--- src/rcpd_pkg.sv ---
`default_nettype none

package rcpd_pkg;

    // Widths of the pulse measurements and of the duty values.
    localparam int WIDTH_BITS = 16;
    localparam int DUTY_BITS  = 8;
    localparam logic [DUTY_BITS-1:0] DUTY_MAX = {DUTY_BITS{1'b1}};

    // The scaled numerator w * DUTY_MAX needs DUTY_BITS more bits than the width.
    localparam int REM_BITS = WIDTH_BITS + DUTY_BITS;

    // One quotient bit more than the duty: it flags a saturated forward duty.
    localparam int QUOT_BITS = DUTY_BITS + 1;

    // Calibration register map: two channels of four registers each.
    localparam int NUM_CHANNELS = 2;
    localparam int REGS_PER_CH  = 4;
    localparam int NUM_REGS     = NUM_CHANNELS * REGS_PER_CH;
    localparam int INDEX_BITS   = $clog2(NUM_REGS);

    localparam int OFS_PULSE_MIN = 0;
    localparam int OFS_PULSE_MAX = 1;
    localparam int OFS_DEAD_LOW  = 2;
    localparam int OFS_DEAD_HIGH = 3;

    localparam int CH_A = 0;
    localparam int CH_B = 1;

    typedef logic [WIDTH_BITS-1:0] width_t;
    typedef logic [DUTY_BITS-1:0]  duty_t;

    localparam width_t CAL_RESET [NUM_REGS] = '{
        WIDTH_BITS'(1131), WIDTH_BITS'(2030), WIDTH_BITS'(1479), WIDTH_BITS'(1485),
        WIDTH_BITS'(970),  WIDTH_BITS'(1850), WIDTH_BITS'(1479), WIDTH_BITS'(1485)
    };

    // What a channel does with its width once it has been placed against the band.
    typedef enum logic [2:0] {
        MODE_IDLE,      // inside the dead band: both pins low
        MODE_REV_FULL,  // full reverse duty on pin one
        MODE_REV_DIV,   // scaled reverse duty on pin one
        MODE_FWD_FULL,  // full forward duty on pin two
        MODE_FWD_DIV    // scaled forward duty on pin two
    } mode_t;

    // Work carried by one channel through the divider stages.
    typedef struct packed {
        mode_t                  mode;
        width_t                 span;
        logic [REM_BITS-1:0]    rem;
        logic [QUOT_BITS-1:0]   quot;
    } lane_t;

    typedef struct packed {
        duty_t pin1;
        duty_t pin2;
    } pins_t;

    // Places the width against the dead band and sets up the division.
    function automatic lane_t lane_decode(width_t w, width_t pmin, width_t pmax,
                                          width_t dlo, width_t dhi);
        lane_t x;
        x.mode = MODE_IDLE;
        x.span = '0;
        x.rem  = '0;
        x.quot = '0;
        if (w >= dlo && w <= dhi) begin
            x.mode = MODE_IDLE;
        end else if (w < dlo) begin
            // At or below the reverse end of the range the duty saturates high.
            if (dlo <= pmin || w < pmin) begin
                x.mode = MODE_REV_FULL;
            end else begin
                x.mode = MODE_REV_DIV;
                x.span = dlo - pmin;
                x.rem  = REM_BITS'(w - pmin);
            end
        end else begin
            if (pmax <= dhi) begin
                x.mode = MODE_FWD_FULL;
            end else begin
                x.mode = MODE_FWD_DIV;
                x.span = pmax - dhi;
                x.rem  = REM_BITS'(w - dhi);
            end
        end
        return x;
    endfunction

    // Multiplies the distance by DUTY_MAX, which is all ones: d * 2^n - d.
    function automatic lane_t lane_scale(lane_t x);
        lane_t y;
        y = x;
        y.rem = {x.rem[WIDTH_BITS-1:0], {DUTY_BITS{1'b0}}} - x.rem;
        return y;
    endfunction

    // One restoring division step producing quotient bit b.
    function automatic lane_t lane_div_step(lane_t x, int b);
        lane_t               y;
        logic [REM_BITS-1:0] trial;
        y = x;
        trial = REM_BITS'(x.span) << b;
        if (x.rem >= trial) begin
            y.rem     = x.rem - trial;
            y.quot[b] = 1'b1;
        end
        return y;
    endfunction

    // Turns the finished quotient into the two pin duties.
    function automatic pins_t lane_pins(lane_t x);
        pins_t p;
        p.pin1 = '0;
        p.pin2 = '0;
        case (x.mode)
            MODE_REV_FULL: p.pin1 = DUTY_MAX;
            // Below the band the quotient stays under DUTY_MAX, so no clamp is needed.
            MODE_REV_DIV:  p.pin1 = DUTY_MAX - x.quot[DUTY_BITS-1:0];
            MODE_FWD_FULL: p.pin2 = DUTY_MAX;
            MODE_FWD_DIV:  p.pin2 = x.quot[DUTY_BITS] ? DUTY_MAX : x.quot[DUTY_BITS-1:0];
            default: begin
                p.pin1 = '0;
                p.pin2 = '0;
            end
        endcase
        return p;
    endfunction

endpackage

`default_nettype wire

--- src/rc_pulse_to_hbridge_duty.sv ---
`default_nettype none

// Channel    | Direction | Handshake            | Payload
// -----------+-----------+----------------------+--------------------------------------
// s_ (input) | in        | s_valid / s_ready    | s_width_a, s_width_b
// m_ (result)| out       | m_valid / m_ready    | m_a_pin1_duty .. m_b_pin2_duty
// cfg_       | in        | cfg_valid / cfg_ready| cfg_index, cfg_data
//
// One item can enter every cycle unless m_ready stalls the output; m_valid is registered.
// The restoring divider resolves one quotient bit per stage.
// Reset (aresetn low, synchronous) empties the pipeline and loads the default
// calibration. A stall on m_ready freezes every stage, so nothing is lost or
// repeated, and s_ready stays high as long as the output register can move.
module rc_pulse_to_hbridge_duty
    import rcpd_pkg::*;
(
    input  wire                   aclk,
    input  wire                   aresetn,

    input  wire                   s_valid,
    output logic                  s_ready,
    input  wire  [WIDTH_BITS-1:0] s_width_a,
    input  wire  [WIDTH_BITS-1:0] s_width_b,

    output logic                  m_valid,
    input  wire                   m_ready,
    output logic [DUTY_BITS-1:0]  m_a_pin1_duty,
    output logic [DUTY_BITS-1:0]  m_a_pin2_duty,
    output logic [DUTY_BITS-1:0]  m_b_pin1_duty,
    output logic [DUTY_BITS-1:0]  m_b_pin2_duty,

    input  wire                   cfg_valid,
    output logic                  cfg_ready,
    input  wire  [INDEX_BITS-1:0] cfg_index,
    input  wire  [WIDTH_BITS-1:0] cfg_data
);

    // Stage 0 places the width against the band, stage 1 scales it by the full
    // duty, and the remaining stages each resolve one quotient bit, top bit first.
    localparam int NUM_STAGES = QUOT_BITS + 2;
    localparam int LAST       = NUM_STAGES - 1;

    width_t cal_reg [NUM_REGS];

    lane_t  lane_reg  [NUM_STAGES][NUM_CHANNELS];
    lane_t  lane_next [NUM_STAGES][NUM_CHANNELS];
    logic   valid_reg [NUM_STAGES];

    pins_t  pins_next [NUM_CHANNELS];
    pins_t  pins_reg  [NUM_CHANNELS];
    logic   m_valid_reg;

    logic   advance;
    width_t width_in [NUM_CHANNELS];

    // The whole pipeline moves together whenever the output register is free or being read.
    assign advance   = !m_valid_reg || m_ready;
    assign s_ready   = advance;
    assign cfg_ready = 1'b1;

    assign width_in[CH_A] = s_width_a;
    assign width_in[CH_B] = s_width_b;

    // Calibration registers. Users write only while the pipeline is empty; not enforced.
    always_ff @(posedge aclk) begin
        if (!aresetn) begin
            for (int i = 0; i < NUM_REGS; i++) begin
                cal_reg[i] <= CAL_RESET[i];
            end
        end else if (cfg_valid && cfg_ready) begin
            cal_reg[cfg_index] <= cfg_data;
        end
    end

    always_comb begin
        for (int c = 0; c < NUM_CHANNELS; c++) begin
            lane_next[0][c] = lane_decode(width_in[c],
                cal_reg[c*REGS_PER_CH + OFS_PULSE_MIN],
                cal_reg[c*REGS_PER_CH + OFS_PULSE_MAX],
                cal_reg[c*REGS_PER_CH + OFS_DEAD_LOW],
                cal_reg[c*REGS_PER_CH + OFS_DEAD_HIGH]);
            lane_next[1][c] = lane_scale(lane_reg[0][c]);
            for (int s = 2; s < NUM_STAGES; s++) begin
                // Stage s resolves quotient bit QUOT_BITS + 1 - s.
                lane_next[s][c] = lane_div_step(lane_reg[s-1][c], QUOT_BITS + 1 - s);
            end
            pins_next[c] = lane_pins(lane_reg[LAST][c]);
        end
    end

    // Valid bits travel alongside the lanes.
    always_ff @(posedge aclk) begin
        if (!aresetn) begin
            for (int s = 0; s < NUM_STAGES; s++) begin
                valid_reg[s] <= 1'b0;
            end
            m_valid_reg <= 1'b0;
        end else if (advance) begin
            valid_reg[0] <= s_valid;
            for (int s = 1; s < NUM_STAGES; s++) begin
                valid_reg[s] <= valid_reg[s-1];
            end
            m_valid_reg <= valid_reg[LAST];
        end
    end

    always_ff @(posedge aclk) begin
        if (advance) begin
            for (int s = 0; s < NUM_STAGES; s++) begin
                for (int c = 0; c < NUM_CHANNELS; c++) begin
                    lane_reg[s][c] <= lane_next[s][c];
                end
            end
            for (int c = 0; c < NUM_CHANNELS; c++) begin
                pins_reg[c] <= pins_next[c];
            end
        end
    end

    assign m_valid       = m_valid_reg;
    assign m_a_pin1_duty = pins_reg[CH_A].pin1;
    assign m_a_pin2_duty = pins_reg[CH_A].pin2;
    assign m_b_pin1_duty = pins_reg[CH_B].pin1;
    assign m_b_pin2_duty = pins_reg[CH_B].pin2;

endmodule

`default_nettype wire

--- config.mk ---
export PLATFORM = sky130hd
export DESIGN_NAME = rc_pulse_to_hbridge_duty
export DESIGN_NICKNAME = d
export VERILOG_FILES = /design/src/rcpd_pkg.sv /design/src/rc_pulse_to_hbridge_duty.sv
export SDC_FILE = /design/constraint.sdc
export NUM_CORES = 2
export LEC_CHECK = 0
export CORE_UTILIZATION = 40
export DETAILED_ROUTE_END_ITERATION = 16
export DONT_BUFFER_PORTS = 1
export SYNTH_ARGS = -nofsm -noshare
export SYNTH_HDL_FRONTEND = slang
export SYNTH_SLANG_ARGS = --single-unit
--- constraint.sdc ---
create_clock -name aclk -period 149.2 [get_ports aclk]
set_input_delay 37.3 -clock aclk [delete_from_list [all_inputs] [get_ports aclk]]
set_output_delay 37.3 -clock aclk [all_outputs]
set_load 0.005 [all_outputs]
==> impl_results.md <==
* Unrepaired setup endpoints after global routing: no
* Power Dens Cells at between 20 and 25 nW/um^2
* Hold crit path type: register to register
* Clock transition at path regs at roughly 0.06 ns
* Design Area, Final at around 68,000 sq um
* CP max stage cell: nor2b_1
* Total GRT Usage at between 10% and 20%
* Initial Utilization at 40.44%
* Vias in the first global route at 38.44k
* Critical path's top delay family: simple AND/OR/NAND/NOR gates
* Root buffer cell: clkbuf_16
* Ys flop type: edfxtp_1
* Slew margin rel. at between 20% and 30%
* VDD IR max at 0.01183 mV
* First-pass DRT Iterations at 6
* CTS buffer count at roughly 120
* Data required, critical path at about 110 ns
* Die Y at 394.6 um
* Final HPWL DP at 91,340 um
* #FFs+latches synth at 1,114
* Fin crit share at between 50% and 60%
* P&R area growth vs syn at 10.31%
* Register area share after synthesis at approximately 54%
* WL met2 at between 50,000 and 60,000 um
* Drt total wl at ~120,000 um
* Number of distinct library cells after synthesis at 91
* Setup TNS at 0 ns
* Final hold violations at 0
* Core Area at 152,400 sq um
* CTS Buffer Depth at 3
* Setup slack after layout at between 70 and 80 ns
* Die Area at ~160,000 sq um
* Post-Syn Nets at a little under 6k
* Wire length of the first global-routing pass at roughly 200,000 um
* H-tree depth at 3
* Clock Skew at ~0.031 ns
* Initial antenna violation count at 0
* LEAKAGE at around 26 nW
* Post-synth EDFFs at approximately 1.1k
* Most common cell after layout, fill and taps aside: edfxtp_1
* Max Cap Viol at 0
* Commonest cells after routing, fill and taps aside: edfxtp_1, inv_1, ha_1, nand2_1, nor2_1
* Largest stage delay, worst path at 0.77 ns
* Max reg flops at 942
* Fillcell total at roughly 14k
* Final net count at roughly 6k
* Row count at 143
* Arrival time worst endpoint at between 30 and 40 ns
* Class of the most critical setup path: input port to output port
* Routed wl met3 at roughly 4600 um
* Final Power at between 1 and 1.5 mW
* Asr flop ratio synth at 0%
* Syn. warnings at 0
* Tmin final at between 70 and 80 ns
* Post-Syn Instances at about 5.4k
* DP Area at 64,100 sq um
* DR DRC count at 0
* CTS resizes at 0
* CP bufs+invs at 1
* Total number of vias at around 39k
* Critical Path Fanout Max at between 60 and 70
* Die X at just under 400 um
* Syn Std Cell Area at between 60,000 and 70,000 sq um
* # clock sinks at 1,114
* Post-CTS Setup Repair Bufs at 0
* Status: complete, no violations
* CTS tree: done
* ANT nets after route at 0
* Iter 0 DRT Violations at around 2.1k
* Buffers on Ports at 0
* Placed insts at around 7.4k
* Worst Setup Start Kind: input port
* Crit. End Element: output port
* F_max at approximately 13 MHz
* Finished Layout Cells at about 7.6k
* Fraction of final layout cells sized beyond drive strength 1 at about 5.8%
* Largest net degree at the start of global routing at just under 200
* Num ports at 91
* Hold Buf Count CTS at 0
* Global route overflow at 0
* Core Util, Final at roughly 45%
* GP Congestion at 0.9145
* Top sig layer: met4
* Max Slew Vio Count at 0
* Syn Area/Cell at ~11 sq um
* Worst-path cell chain: nor2b_1 > inv_8
* Final setup vio count at 0
* Vias/cell at roughly 5
* Min Hold Slack at 0.4128 ns
* Worst Max-Slew Pin Slew at approximately 1.2 ns
* Routed WL per cell at roughly 16 um
* WL met1 at roughly 54,000 um
* Worst-Skew Late Latency at between 0.7 and 0.8 ns
* Post-Place Worst Slack at 73.41 ns
==> per-layer routing <==
layer | global-route usage [%] | vias up
met5 | 0 | -
met3 | 2.366 | 243
li1 | - | 19918
met2 | 26.18 | 650
met1 | 18.87 | 17910
met4 | 7.081 | 0
==> cells in the mapped netlist (all sizes together), types with 25 or more instances <==
cell type,n,area (sq um)
a31oi,29,196.4
nor2,343,1287
nor2b,78,488.0
or3,82,513.0
nand4,51,319.1
a21o,146,1096
a21oi,344,1729
o21a,74,555.5
xnor2,213,1866
ha,480,6006
and3,25,156.4
nand3,78,390.4
a21boi,26,195.2
xor2,141,1235
clkbuf,81,304.0
o21bai,37,277.8
edfxtp,1104,33150
nor4,31,193.9
nor3,102,510.5
mux2,59,694.4
o31ai,40,300.3
o21ai,323,1617
a211oi,42,320.3
nand2b,107,669.4
and2,117,732.0
nand2,347,1303
inv,536,2012
==> layout make-up <==
cell class	count	area, sq um	share of cell area (%)
Antenna cell	1	2.502	0.003680
Multi-Input combinational cell	3658	25920	38.12
Inverter	536	2019	2.970
Tap cell	2030	2540	3.735
Clock buffer	145	3043	4.475
Clock inverter	70	850.8	1.251
Sequential cell	1114	33350	49.05
Timing Repair Buffer	33	272.8	0.4011
==> path summary, 6_finish.rpt <==
kind	start	endpoint	slack, ns	depth (start not counted)
worst min register to register	lane_reg[4][8]	lane_reg[5][8]	0.41	0
worst max-delay path	m_ready	s_ready	73.43	2
worst min-delay path	lane_reg[4][8]	lane_reg[5][8]	0.41	0
worst max register to register	m_valid	lane_reg[9][69]	144.17	6
==> cell families (layout without fill, tap and decap cells) <==
group | count (synthesis) | count (layout) | synth area share (%)
AO/OA/AOI/OAI | 1275 | 1275 | 13.25
XOR/XNOR | 354 | 354 | 5.030
flip-flops | 1114 | 1114 | 54.10
multiplexers | 74 | 74 | 1.370
adder cells (fa/ha/maj) | 504 | 504 | 10.52
other | 1 | 2 | 0.006083
buffers and inverters | 636 | 784 | 3.923
AND/OR/NAND/NOR | 1450 | 1450 | 11.80
==> power by group <==
part	switching (mW)	internal, mW
sequential	0.0517	0.480
clock	0.119	0.174
combinational	0.300	0.254
total	0.471	0.908
No activity file was read; power rests on OpenSTA's default activity.
